`src/rtl/core/soc_cc_pkg.sv`:
```
// Shared types, widths and constants of the coulomb-counting state-of-charge block.
package soc_cc_pkg;

	// field widths
	localparam int VOLT_W   = 17;
	localparam int CUR_W    = 21;
	localparam int TIME_W   = 32;
	localparam int SOC_W    = 32;
	localparam int STAT_W   = 2;
	localparam int CAP_W    = 24;
	localparam int CFG_W    = 32;
	localparam int IDX_W    = 3;

	// serial arithmetic widths
	localparam int MUL_A_W  = CUR_W;               // |current|, up to 2^20
	localparam int MUL_B_W  = TIME_W;              // |elapsed|, up to 2^31
	localparam int PROD_W   = MUL_A_W + MUL_B_W;
	localparam int DIVD_W   = 57;                  // holds |p|*5 and used*100
	localparam int DIVS_W   = CAP_W;
	localparam int SUM_W    = DIVD_W + 2;

	typedef logic [VOLT_W-1:0]         volt_t;
	typedef logic signed [CUR_W-1:0]   cur_t;
	typedef logic [TIME_W-1:0]         time_t;
	typedef logic signed [SOC_W-1:0]   soc_t;
	typedef logic [STAT_W-1:0]         stat_t;
	typedef logic [IDX_W-1:0]          reg_idx_t;
	typedef logic [CFG_W-1:0]          cfg_data_t;
	typedef logic [MUL_A_W-1:0]        mul_a_t;
	typedef logic [MUL_B_W-1:0]        mul_b_t;
	typedef logic [PROD_W-1:0]         prod_t;
	typedef logic [DIVD_W-1:0]         divd_t;
	typedef logic [DIVS_W-1:0]         divs_t;

	// register indexes
	localparam reg_idx_t REG_FULL_THR  = 3'd0;
	localparam reg_idx_t REG_EMPTY_THR = 3'd1;
	localparam reg_idx_t REG_CAPACITY  = 3'd2;
	localparam reg_idx_t REG_INIT_SOC  = 3'd3;

	// result status codes
	localparam stat_t ST_INTEGRATED = 2'd0;
	localparam stat_t ST_FULL       = 2'd1;
	localparam stat_t ST_EMPTY      = 2'd2;
	localparam stat_t ST_SATURATED  = 2'd3;

	localparam soc_t SOC_FULL  = 32'sd99999999;
	localparam soc_t SOC_EMPTY = 32'sd1000000;
	localparam soc_t SOC_MAX   = 32'sh7FFF_FFFF;
	localparam soc_t SOC_MIN   = 32'sh8000_0000;

	// ms*1000/3600 reduces to *5/18
	localparam divs_t DIV_HOUR = 24'd18;

endpackage

```
`src/rtl/core/soc_cc_ifs.sv`:
```
// Request channels: measurement in, state-of-charge result out.
interface soc_cc_meas_if;
	import soc_cc_pkg::*;
	logic   valid;
	logic   ready;
	volt_t  voltage_mv;
	cur_t   current_ma;
	time_t  timestamp_ms;

	modport source (output valid, voltage_mv, current_ma, timestamp_ms, input ready);
	modport sink   (input valid, voltage_mv, current_ma, timestamp_ms, output ready);
endinterface

interface soc_cc_result_if;
	import soc_cc_pkg::*;
	logic   valid;
	logic   ready;
	soc_t   soc_value;
	stat_t  soc_status;

	modport source (output valid, soc_value, soc_status, input ready);
	modport sink   (input valid, soc_value, soc_status, output ready);
endinterface

```
`src/rtl/core/soc_cc_mul.sv`:
```
// Bit-serial shift-add multiplier for the current and elapsed-time magnitudes.
module soc_cc_mul (
	input  logic                clk,
	input  logic                arst_n,
	input  logic                start,
	input  soc_cc_pkg::mul_a_t  a,
	input  soc_cc_pkg::mul_b_t  b,
	output logic                done,
	output soc_cc_pkg::prod_t   product
);
	import soc_cc_pkg::*;

	localparam int CNT_W = $clog2(MUL_B_W);

	logic               busy_q;
	logic               done_q;
	logic [CNT_W-1:0]   cnt_q;
	mul_a_t             a_q;
	prod_t              prod_q;
	logic [MUL_A_W:0]   part_sum;

	// one multiplier bit a cycle, consumed from the low end
	assign part_sum = {1'b0, prod_q[PROD_W-1 -: MUL_A_W]}
		+ (prod_q[0] ? {1'b0, a_q} : '0);

	always_ff @(posedge clk or negedge arst_n) begin
		if (!arst_n) begin
			busy_q <= 1'b0;
			done_q <= 1'b0;
			cnt_q  <= '0;
		end else if (start) begin
			busy_q <= 1'b1;
			done_q <= 1'b0;
			cnt_q  <= CNT_W'(MUL_B_W - 1);
		end else if (busy_q) begin
			cnt_q <= cnt_q - 1'b1;
			if (cnt_q == '0) begin
				busy_q <= 1'b0;
				done_q <= 1'b1;
			end
		end else begin
			done_q <= 1'b0;
		end
	end

	always_ff @(posedge clk) begin
		if (start) begin
			a_q    <= a;
			prod_q <= {{MUL_A_W{1'b0}}, b};
		end else if (busy_q) begin
			prod_q <= {part_sum, prod_q[MUL_B_W-1:1]};
		end
	end

	assign done    = done_q;
	assign product = prod_q;

endmodule

```
`src/rtl/core/soc_cc_div.sv`:
```
// Bit-serial restoring divider, one quotient bit per cycle, shared by both divisions.
module soc_cc_div (
	input  logic                clk,
	input  logic                arst_n,
	input  logic                start,
	input  soc_cc_pkg::divd_t   dividend,
	input  soc_cc_pkg::divs_t   divisor,
	output logic                done,
	output soc_cc_pkg::divd_t   quotient
);
	import soc_cc_pkg::*;

	localparam int CNT_W = $clog2(DIVD_W);

	logic               busy_q;
	logic               done_q;
	logic [CNT_W-1:0]   cnt_q;
	divd_t              dq_q;
	divs_t              rem_q;
	divs_t              dvs_q;
	logic [DIVS_W:0]    shifted;
	logic [DIVS_W:0]    diff;
	logic               ge;

	assign shifted = {rem_q, dq_q[DIVD_W-1]};
	assign diff    = shifted - {1'b0, dvs_q};
	assign ge      = shifted >= {1'b0, dvs_q};

	always_ff @(posedge clk or negedge arst_n) begin
		if (!arst_n) begin
			busy_q <= 1'b0;
			done_q <= 1'b0;
			cnt_q  <= '0;
		end else if (start) begin
			busy_q <= 1'b1;
			done_q <= 1'b0;
			cnt_q  <= CNT_W'(DIVD_W - 1);
		end else if (busy_q) begin
			cnt_q <= cnt_q - 1'b1;
			if (cnt_q == '0) begin
				busy_q <= 1'b0;
				done_q <= 1'b1;
			end
		end else begin
			done_q <= 1'b0;
		end
	end

	// dividend shifts out of the top while quotient bits enter at the bottom
	always_ff @(posedge clk) begin
		if (start) begin
			dq_q  <= dividend;
			rem_q <= '0;
			dvs_q <= divisor;
		end else if (busy_q) begin
			dq_q  <= {dq_q[DIVD_W-2:0], ge};
			rem_q <= ge ? diff[DIVS_W-1:0] : shifted[DIVS_W-1:0];
		end
	end

	assign done     = done_q;
	assign quotient = dq_q;

endmodule

```
`src/rtl/core/battery_soc_coulomb_counter.sv`:
```
// Coulomb-counting state-of-charge estimator, top level.
// Sequence: a forced full or empty sample goes from idle to the done state, then into the output
//   register; an integrated sample first passes the multiply, the divide by 18 and the divide by capacity.
// Throughput: one request in flight; the next is taken once the sequencer is back in idle,
//   so the bit-serial multiplier and divider bound the rate of integrated samples.
// Reset (arst_n, asynchronous): thresholds 0, capacity 1, state of charge 0, previous time 0.
module battery_soc_coulomb_counter (
	input  logic                    clk,
	input  logic                    arst_n,
	input  logic                    cfg_wr_en,
	input  soc_cc_pkg::reg_idx_t    cfg_index,
	input  soc_cc_pkg::cfg_data_t   cfg_wr_data,
	soc_cc_meas_if.sink             meas,
	soc_cc_result_if.source         result
);
	import soc_cc_pkg::*;

	// sequencer states
	localparam logic [2:0] S_IDLE   = 3'd0;
	localparam logic [2:0] S_MUL    = 3'd1;
	localparam logic [2:0] S_DIV18  = 3'd2;
	localparam logic [2:0] S_DIVCAP = 3'd3;
	localparam logic [2:0] S_DONE   = 3'd4;

	logic [2:0]     state_q;

	// configuration and running state
	volt_t          full_thr_q;
	volt_t          empty_thr_q;
	divs_t          cap_q;
	soc_t           soc_q;
	time_t          prev_time_q;

	// per-request working values
	logic           neg_q;
	stat_t          res_status_q;

	// output register
	logic           out_valid_q;
	soc_t           out_value_q;
	stat_t          out_status_q;

	logic           accept;
	logic           is_full;
	logic           is_empty;
	time_t          elapsed;
	mul_a_t         cur_u;
	mul_a_t         cur_mag;
	mul_b_t         dt_mag;
	logic           mul_start;
	logic           mul_done;
	prod_t          product;
	logic           div_start;
	logic           div_done;
	divd_t          div_dividend;
	divs_t          div_divisor;
	divd_t          quotient;
	divd_t          used_x100;
	logic signed [SUM_W-1:0] addend;
	logic signed [SUM_W-1:0] soc_sum;
	logic           out_free;

	assign meas.ready = (state_q == S_IDLE);
	assign accept     = meas.valid && meas.ready;

	// full check first: it wins when both thresholds are crossed
	assign is_full  = meas.voltage_mv > full_thr_q;
	assign is_empty = meas.voltage_mv < empty_thr_q;

	// elapsed time wraps at 32 bits and is read as signed
	assign elapsed = meas.timestamp_ms - prev_time_q;
	assign cur_u   = $unsigned(meas.current_ma);
	assign cur_mag = cur_u[MUL_A_W-1] ? (~cur_u + 1'b1) : cur_u;
	assign dt_mag  = elapsed[TIME_W-1] ? (~elapsed + 1'b1) : elapsed;

	assign mul_start = accept && !is_full && !is_empty;

	soc_cc_mul u_mul (
		.clk     (clk),
		.arst_n  (arst_n),
		.start   (mul_start),
		.a       (cur_mag),
		.b       (dt_mag),
		.done    (mul_done),
		.product (product)
	);

	// |p|*5/18 first, then that quotient *100/capacity, both on magnitudes
	assign used_x100 = (quotient << 6) + (quotient << 5) + (quotient << 2);

	always_comb begin
		div_start    = 1'b0;
		div_dividend = used_x100;
		div_divisor  = cap_q;
		if (state_q == S_MUL) begin
			div_start    = mul_done;
			div_dividend = DIVD_W'({product, 2'b00}) + DIVD_W'(product);
			div_divisor  = DIV_HOUR;
		end else if (state_q == S_DIV18) begin
			div_start    = div_done;
		end
	end

	soc_cc_div u_div (
		.clk      (clk),
		.arst_n   (arst_n),
		.start    (div_start),
		.dividend (div_dividend),
		.divisor  (div_divisor),
		.done     (div_done),
		.quotient (quotient)
	);

	// sign restored after truncation toward zero; sum held wide then clamped
	assign addend  = neg_q ? -$signed({2'b00, quotient}) : $signed({2'b00, quotient});
	assign soc_sum = $signed({{(SUM_W-SOC_W){soc_q[SOC_W-1]}}, soc_q}) + addend;

	assign out_free = !out_valid_q || result.ready;

	always_ff @(posedge clk or negedge arst_n) begin
		if (!arst_n) begin
			state_q     <= S_IDLE;
			full_thr_q  <= '0;
			empty_thr_q <= '0;
			cap_q       <= DIVS_W'(1);
			soc_q       <= '0;
			prev_time_q <= '0;
			out_valid_q <= 1'b0;
		end else begin
			if (cfg_wr_en) begin
				unique case (cfg_index)
					REG_FULL_THR:  full_thr_q  <= cfg_wr_data[VOLT_W-1:0];
					REG_EMPTY_THR: empty_thr_q <= cfg_wr_data[VOLT_W-1:0];
					// a zero capacity divides as one
					REG_CAPACITY:  cap_q <= (cfg_wr_data[CAP_W-1:0] == '0) ?
						DIVS_W'(1) : cfg_wr_data[CAP_W-1:0];
					REG_INIT_SOC:  soc_q <= $signed(cfg_wr_data[SOC_W-1:0]);
					default: ;
				endcase
			end

			// output register: loads from the sequencer, clears once taken
			if (state_q == S_DONE && out_free)
				out_valid_q <= 1'b1;
			else if (result.ready)
				out_valid_q <= 1'b0;

			unique case (state_q)
				S_IDLE: begin
					if (accept) begin
						prev_time_q <= meas.timestamp_ms;
						if (is_full) begin
							soc_q   <= SOC_FULL;
							state_q <= S_DONE;
						end else if (is_empty) begin
							soc_q   <= SOC_EMPTY;
							state_q <= S_DONE;
						end else begin
							state_q <= S_MUL;
						end
					end
				end
				S_MUL: begin
					if (mul_done)
						state_q <= S_DIV18;
				end
				S_DIV18: begin
					if (div_done)
						state_q <= S_DIVCAP;
				end
				S_DIVCAP: begin
					if (div_done) begin
						if (soc_sum > $signed(SUM_W'(SOC_MAX)))
							soc_q <= SOC_MAX;
						else if (soc_sum < $signed({{(SUM_W-SOC_W){1'b1}}, SOC_MIN}))
							soc_q <= SOC_MIN;
						else
							soc_q <= soc_sum[SOC_W-1:0];
						state_q <= S_DONE;
					end
				end
				S_DONE: begin
					if (out_free)
						state_q <= S_IDLE;
				end
				default: state_q <= S_IDLE;
			endcase
		end
	end

	// request payload: sign of the product and the status of the result;
	// the running value is the result once the request settles
	always_ff @(posedge clk) begin
		if (accept) begin
			neg_q <= meas.current_ma[CUR_W-1] ^ elapsed[TIME_W-1];
			if (is_full)
				res_status_q <= ST_FULL;
			else if (is_empty)
				res_status_q <= ST_EMPTY;
			else
				res_status_q <= ST_INTEGRATED;
		end else if (state_q == S_DIVCAP && div_done) begin
			if (soc_sum > $signed(SUM_W'(SOC_MAX)) ||
			    soc_sum < $signed({{(SUM_W-SOC_W){1'b1}}, SOC_MIN}))
				res_status_q <= ST_SATURATED;
		end
		if (state_q == S_DONE && out_free) begin
			out_value_q  <= soc_q;
			out_status_q <= res_status_q;
		end
	end

	assign result.valid      = out_valid_q;
	assign result.soc_value  = out_value_q;
	assign result.soc_status = out_status_q;

endmodule

```
`src/flat_wrapper.sv`:
```
// flat-port wrapper written by rule: the top's interface ports become plain ports
module battery_soc_coulomb_counter_flat import soc_cc_pkg::*;
  (clk, arst_n, cfg_wr_en, cfg_index, cfg_wr_data, meas_valid, meas_voltage_mv, meas_current_ma, meas_timestamp_ms, meas_ready, result_valid, result_soc_value, result_soc_status, result_ready);
  soc_cc_meas_if meas_i ();
  soc_cc_result_if result_i ();
  input  logic clk;
  input  logic arst_n;
  input  logic cfg_wr_en;
  input  soc_cc_pkg::reg_idx_t cfg_index;
  input  soc_cc_pkg::cfg_data_t cfg_wr_data;
  input wire logic [$bits(meas_i.valid)-1:0] meas_valid;
  input wire logic [$bits(meas_i.voltage_mv)-1:0] meas_voltage_mv;
  input wire logic [$bits(meas_i.current_ma)-1:0] meas_current_ma;
  input wire logic [$bits(meas_i.timestamp_ms)-1:0] meas_timestamp_ms;
  output wire logic [$bits(meas_i.ready)-1:0] meas_ready;
  output wire logic [$bits(result_i.valid)-1:0] result_valid;
  output wire logic [$bits(result_i.soc_value)-1:0] result_soc_value;
  output wire logic [$bits(result_i.soc_status)-1:0] result_soc_status;
  input wire logic [$bits(result_i.ready)-1:0] result_ready;
  assign meas_i.valid = meas_valid;
  assign meas_i.voltage_mv = meas_voltage_mv;
  assign meas_i.current_ma = meas_current_ma;
  assign meas_i.timestamp_ms = meas_timestamp_ms;
  assign meas_ready = meas_i.ready;
  assign result_valid = result_i.valid;
  assign result_soc_value = result_i.soc_value;
  assign result_soc_status = result_i.soc_status;
  assign result_i.ready = result_ready;
  battery_soc_coulomb_counter u_core (.clk(clk), .arst_n(arst_n), .cfg_wr_en(cfg_wr_en), .cfg_index(cfg_index), .cfg_wr_data(cfg_wr_data), .meas(meas_i), .result(result_i));
endmodule
```
`config.mk`:
```
export PLATFORM = sky130hd
export DESIGN_NAME = battery_soc_coulomb_counter_flat
export DESIGN_NICKNAME = d
export VERILOG_FILES = /design/src/rtl/core/soc_cc_pkg.sv /design/src/rtl/core/soc_cc_ifs.sv /design/src/rtl/core/soc_cc_mul.sv /design/src/rtl/core/soc_cc_div.sv /design/src/rtl/core/battery_soc_coulomb_counter.sv /design/src/flat_wrapper.sv
export SDC_FILE = /design/constraint.sdc
export NUM_CORES = 1
export LEC_CHECK = 0
export ABC_AREA = 1
export BUFFER_PORTS_ARGS = -buffer_cell sky130_fd_sc_hd__clkbuf_2
export CAP_MARGIN = 25
export CORE_ASPECT_RATIO = 1.2
export CORE_MARGIN = 5
export CORE_UTILIZATION = 65
export CTS_CLUSTER_DIAMETER = 50
export DETAILED_ROUTE_END_ITERATION = 16
export MAX_ROUTING_LAYER = met4
export PLACE_DENSITY_LB_ADDON = 0.12
export SETUP_SLACK_MARGIN = 0.1
export SYNTH_ARGS = -nofsm -noshare
export SYNTH_HDL_FRONTEND = slang
export SYNTH_SLANG_ARGS = --single-unit
export TNS_END_PERCENT = 20
```
`constraint.sdc`:
```
create_clock -name clk -period 10.5 [get_ports clk]
set_clock_uncertainty 0.15 [all_clocks]
set_input_delay 2.1 -clock clk [delete_from_list [all_inputs] [get_ports clk]]
set_output_delay 2.1 -clock clk [all_outputs]
set_load 0.03 [all_outputs]
```
-- Word-level counts from Yosys, hierarchy flattened
Cells that the tools add are included.
- register bits: 357
- input bits: 110
- output and inout bits: 36
- word-level logic and storage cells: 137
- add/sub/neg operators: 12
- magnitude comparators: 5
- eq/ne operators: 14
- multiplexer cells: 53
- bitwise operators: 3
- reductions and logical operators: 26
- operator list (operator ; count):
    32-bit 2-to-1 mux ; 11
    57-bit 2-to-1 mux ; 3
    57-bit adder ; 2
    32-bit case mux with 2 select lines ; 1
    32-bit by 59-bit adder with 59-bit output ; 1
    59-bit by 32-bit greater-than comparator with 1-bit output (second input constant) ; 1
    59-bit by 32-bit less-than comparator with 1-bit output (second input constant) ; 1
    59-bit 2-to-1 mux ; 1
    57-bit negator with 59-bit output ; 1
    55-bit by 53-bit adder with 56-bit output ; 1
    24-bit 2-to-1 mux ; 2
    32-bit by 1-bit adder with 32-bit output (second input constant) ; 1
    32-bit inverter ; 1
    32-bit subtractor ; 1
    25-bit by 24-bit >= comparator with 1-bit output ; 1
    24-bit logical NOT ; 1
    24-bit subtractor ; 1
    21-bit by 21-bit adder with 22-bit output ; 1
    21-bit by 1-bit adder with 21-bit output (second input constant) ; 1
    21-bit 2-to-1 mux ; 1
    3-bit 2-to-1 mux ; 7
    21-bit inverter ; 1
    20-bit 2-to-1 mux ; 1
    17-bit greater-than comparator ; 1
    24 further kinds ; 69

-- Longest topological paths before layout
- depth in word-level cells: 8
- depth in mapped cells: 41
- mapped depth without buffers: 40

-- By module
From an unflattened synthesis, not the netlist that was laid out.
- cells, all modules: 5809
- area, all modules: 37726.2 µm²
- by module, submodules not included (module ; times used ; cells each ; area an instance (µm²) ; sequential area each (µm²)):
    battery_soc_coulomb_counter ; 1 ; 4357 ; 26616.8 ; 4265.3
    soc_cc_div ; 1 ; 867 ; 6550.0 ; 3113.0
    soc_cc_mul ; 1 ; 585 ; 4559.4 ; 2187.1

-- Least setup slack after synthesis
No wires, ideal clock.
- path type: input-to-reg
- start: in meas_voltage_mv[6]
- end: reg u_core.u_mul.prod_q[46], in the netlist u_core.u_mul.product[46]
- library setup time: 0.116 ns
- data arrival time: 4.718 ns
- slack: 5.516 ns
- stages on the path: 18
- path buffers: 1
- cell sequence: ha_1 > nand2_1 > inv_1 > o21ai_0 > a21oi_1 > nor2_1 > nand2_1 > nand2_1 > o311ai_0 > nand2_1 > nand2_1 > inv_1 > nand2_1 > nand2_1 > inv_1 > clkbuf_1 > a22oi_1 > inv_1
- word-level cells in the longest chain between the ends: 4
- ends and longest elaborated chain (element ; line ; text):
    start: declaration ; flat_wrapper.sv:12 ; input wire logic [$bits(meas_i.voltage_mv)-1:0] meas_voltage_mv;
    17-bit greater-than comparator ; battery_soc_coulomb_counter.sv:67 ; assign is_full = meas.voltage_mv > full_thr_q;
    1-bit logical NOT ; battery_soc_coulomb_counter.sv:76 ; assign mul_start = accept && !is_full && !is_empty;
    1-bit logical AND ; battery_soc_coulomb_counter.sv:76 ;
    1-bit logical AND * ; battery_soc_coulomb_counter.sv:76 ;
    end signal: assignment ; soc_cc_mul.sv:49 ; prod_q <= {{MUL_A_W{1'b0}}, b};
    end signal: assignment ; soc_cc_mul.sv:51 ; prod_q <= {part_sum, prod_q[MUL_B_W-1:1]};
    end: declaration ; soc_cc_mul.sv:19 ; prod_t prod_q;
Mark *: on every way between the ends. The rest lies on a longest branch, timed or not.
A chain may end at the register's enable or synchronous reset.

-- Worst setup path in the final report
- start: reg u_core.u_div.dq_q[0], in the netlist u_core.u_div.quotient[0]
- end: reg u_core.res_status_q[0] (enable)
- word-level cells in the longest chain between the ends: 7
- ends and longest elaborated chain (element ; line ; text):
    start: declaration ; soc_cc_div.sv:18 ; divd_t dq_q;
    start signal: assignment ; soc_cc_div.sv:52 ; dq_q <= dividend;
    start signal: assignment ; soc_cc_div.sv:56 ; dq_q <= {dq_q[DIVD_W-2:0], ge};
    57-bit negator with 59-bit output ; battery_soc_coulomb_counter.sv:115 ; assign addend = neg_q ? -$signed({2'b00, quotient}) : $signed({2'b00, quotient});
    59-bit 2-to-1 mux * ; battery_soc_coulomb_counter.sv:115 ;
    32-bit by 59-bit adder with 59-bit output * ; battery_soc_coulomb_counter.sv:116 ; assign soc_sum = $signed({{(SUM_W-SOC_W){soc_q[SOC_W-1]}}, soc_q}) + addend;
    59-bit by 32-bit greater-than comparator with 1-bit output / 59-bit by 32-bit less-than comparator with 1-bit output (equally long branches) ; battery_soc_coulomb_counter.sv:203, battery_soc_coulomb_counter.sv:204 ;
    1-bit logical OR * ; battery_soc_coulomb_counter.sv:203 ; if (soc_sum > $signed(SUM_W'(SOC_MAX)) ||
    2-bit nonzero test (no source line) * ; -- ;
    2-bit AND reduction (no source line) * ; -- ;
    end signal: assignment ; battery_soc_coulomb_counter.sv:199 ; res_status_q <= ST_EMPTY;
    end signal: assignment ; battery_soc_coulomb_counter.sv:201 ; res_status_q <= ST_INTEGRATED;
    end signal: assignment ; battery_soc_coulomb_counter.sv:205 ; res_status_q <= ST_SATURATED;
    end: declaration ; battery_soc_coulomb_counter.sv:36 ; stat_t res_status_q;
Marks and branches as above.

==> impl_metrics.env <==
export IMPL_synth_edf_count=171
export IMPL_rsz0062_at_grt="no"
export IMPL_worstPathArrival_ns=6.46
export IMPL_cts_resized=0
export IMPL_grt_max_degree=77
export IMPL_hpwl_mm=88.6
export IMPL_min_from="u_core.cap_q[19]$_DFFE_PN0P_"
export IMPL_die_area_um2=60800
export IMPL_grt_pass1_wl_mm=177
export IMPL_cts_root_buf="clkbuf_16"
export IMPL_critPathSlowestCell="edfxtp_1"
export IMPL_syn_area_um2=36400
export IMPL_io_buffers=145
export IMPL_min_delay_path_depth=2
export IMPL_die_width_um=226
export IMPL_via_per_inst=5.79
export IMPL_synth_avg_cell_area_um2=6.72
export IMPL_max_cap_violations=0
export IMPL_globalplace_congestion=1.05
export IMPL_fin_crit_ns=6.29
export IMPL_clkSlewWorstSetupHoldPaths_ns=0.07
export IMPL_seq_area_frac_synth_pct=26.3
export IMPL_crit_top_cell="nand2_1"
export IMPL_postLayoutCoreUtil_pct=70.6
export IMPL_cts_tree="built"
export IMPL_worst_pin_slew_ns=1.07
export IMPL_first_pass_iters=9
export IMPL_postCtsSetupRepairBufs=0
export IMPL_synth_seq_cells=357
export IMPL_drive_above_1_share_pct=6.35
export IMPL_powerDensity_nw_per_um2=370
export IMPL_top_layer="met4"
export IMPL_status="finished, final reports clean"
export IMPL_wl_met3_mm=7.67
export IMPL_fillCellCount=4884
export IMPL_slew_headroom_pct=28.8
export IMPL_diodes=0
export IMPL_fin_setup_tns_ns=0
export IMPL_ys_flop_type="edfxtp_1"
export IMPL_crit_type="flip-flop to flip-flop"
export IMPL_overflow=0
export IMPL_p_leak_uw=0.0203
export IMPL_area_growth_pct=8.24
export IMPL_setup_viol=0
export IMPL_dp_cells=6216
export IMPL_hold_buffers=0
export IMPL_yosys_top_cells_count="1464 x nand2_1, 894 x inv_1, 475 x nor2_1"
export IMPL_r2r_cells=33
export IMPL_grt_usage_pct=36.5
export IMPL_ir_worst_vdd_v=0.000287
export IMPL_max_stage_delay_ns=0.54
export IMPL_synth_distinct_cells=72
export IMPL_synth_most_common_cell="nand2_1"
export IMPL_syn_nets=5911
export IMPL_synthTopCellsByArea="nand2_1 15%, edfxtp_1 14%, ha_1 11%, dfrtp_1 9.6%, inv_1 9.2%"
export IMPL_clock_sinks=357
export IMPL_numCtsBuffers=46
export IMPL_syn_inst=5415
export IMPL_crit_required_ns=10.67
export IMPL_final_area_um2=39400
export IMPL_drt_initial_drc_count=3417
export IMPL_row_count=95
export IMPL_core_um2=55700
export IMPL_end_kind="flip-flop"
export IMPL_stdcell_count=6301
export IMPL_ys_warnings_count=0
export IMPL_clock_latency_ns=0.60
export IMPL_route_detailed_drc=0
export IMPL_final_antenna_net_count=0
export IMPL_die_h_um=269
export IMPL_ff2ff_setup_slack_ns=4.21
export IMPL_fmax_mhz=159
export IMPL_start_util_pct=65.2
export IMPL_crit_path_max_fanout=21
export IMPL_regArea_um2=9570
export IMPL_async_flop_share_pct=39.5
export IMPL_multi_input_area_um2=23100
export IMPL_io_pins=146
export IMPL_nets=6033
export IMPL_worstHoldEndpoint="u_core.cap_q[19]$_DFFE_PN0P_"
export IMPL_routedLengthMet1_mm=43.7
export IMPL_place_area_um2=37800
export IMPL_p_total_uw=14600
export IMPL_antenna_found_initial=0
export IMPL_wire_per_inst_um=17.7
export IMPL_routed_wl_mm=112
export IMPL_min_period_over_period_pct=59.9
export IMPL_yosys_area_top_type="nand2_1"
export IMPL_r2r_end="u_core.res_status_q[0]$_SDFFCE_PN1P_"
export IMPL_final_hold_viol_count=0
export IMPL_via_count=36500
export IMPL_hold_path_class="flip-flop to flip-flop"
export IMPL_startpoint_type="flip-flop"
export IMPL_reg2reg_from="u_core.u_div.quotient[0]$_DFFE_PP_"
export IMPL_ctsHtreeMaxLevel=2
export IMPL_yosysTopAreaCellShare_pct=15.1
export IMPL_grt_pass1_vias=35300
export IMPL_clockBufferDepth=3
export IMPL_dr_wl_met2_mm=53.9
export IMPL_slew_viol_final=0
==> routing by layer <==
metal,vias up,GRT usage [%]
met4,0,17.1
met1,16700,43.7
li1,17900,-
met2,1528,61.7
met5,-,-
met3,376,3.99
==> kinds of logic (layout without fill, tap and decap cells) <==
family,after synthesis,after routing,synth area share (%)
compound gates,1059,1059,16.1
xor+xnor,219,219,5.34
fa+ha+maj,386,386,14.4
buf+inv,997,1156,10.4
flops,357,357,26.3
mux,4,4,0.124
simple gates,2393,2393,27.3
==> area by class of cell <==
cell class,instances,area share (%)
multi-input combinational,4061,58.6
clock buffer,55,3.11
sequential,357,24.3
tap,727,2.31
timing repair buffer,164,2.22
inverter,907,8.65
clock inverter,30,0.814
==> per-stage QoR <==
| step | hold slack [ns] | setup WS (ns) |
|---|---|---|
| floorplan | 0.250 | 5.52 |
| global placement | 0.310 | 4.43 |
| detailed placement | 0.316 | 4.40 |
| CTS | 0.332 | 4.37 |
| global route | 0.349 | 3.85 |
| finish | 0.333 | 4.21 |
==> how the worst max path moves through the flow <==
stage | start | end
6_report | u_core.u_div.quotient[0]$_DFFE_PP_ | u_core.res_status_q[0]$_SDFFCE_PN1P_
3_3_place_gp | u_core.u_div.quotient[0]$_DFFE_PP_ | u_core.res_status_q[0]$_SDFFCE_PN1P_
4_1_cts | u_core.u_div.quotient[2]$_DFFE_PP_ | u_core.res_status_q[1]$_SDFFCE_PN1P_
5_1_grt | u_core.u_div.quotient[0]$_DFFE_PP_ | u_core.soc_q[23]$_DFF_PN0_
2_1_floorplan | meas_voltage_mv[6] | u_core.u_mul.product[46]$_SDFFE_PP0P_
3_5_place_dp | u_core.u_div.quotient[2]$_DFFE_PP_ | u_core.res_status_q[0]$_SDFFCE_PN1P_
==> sequential cells by signal (all words and copies together) (netlist names), 2 cells and up <==
name	cells
u_core.empty_thr_q	17
u_core.u_div.quotient	57
u_core.u_div.dvs_q	24
u_core.res_status_q	2
u_core.prev_time_q	32
u_core.soc_q	32
u_core.u_div.cnt_q	6
u_core.result.soc_value	32
u_core.state_q	3
u_core.u_mul.a_q	21
u_core.cap_q	24
u_core.u_mul.product	53
u_core.result.soc_status	2
u_core.u_div.rem_q	24
u_core.u_mul.cnt_q	5
u_core.full_thr_q	17
==> power by group <==
part	switching (uW)	total (uW)	internal [uW]	leakage, uW
Combinational	7020	10400	3420	0.0158
Clock	687	1610	925	0.000739
Sequential	467	2510	2050	0.00374
==> placed cells by master, fill, tap and decap left out, types with 7 or more instances in the layout <==
master,instances
a21o_1,24
a21oi_1,392
a221oi_1,7
a22oi_1,17
a31oi_1,66
and3_1,7
buf_4,19
clkbuf_16,47
clkbuf_2,144
dfrtp_1,140
dfxtp_1,45
edfxtp_1,171
fa_1,56
ha_1,330
inv_1,893
inv_2,11
nand2_1,1462
nand2_2,18
nand3_1,188
nand3_2,10
nand3b_1,15
nand4_1,67
nor2_1,473
nor2_2,31
nor3_1,50
nor4_1,29
o211ai_1,28
o21a_1,14
o21ai_0,418
o21ai_1,11
o21bai_1,28
o22ai_1,9
or2_2,13
xnor2_1,77
xor2_1,139
==> critical path, delay by kind of cell, from the launching register on <==
kind	cells	cell delay [ns]
fa+ha+maj	2	0.62
xor+xnor	1	0.09
buf+inv	5	0.53
simple gates	23	3.70
compound gates	2	0.36
flops	1	0.54
Note: power is estimated with default switching activity, not from simulation.
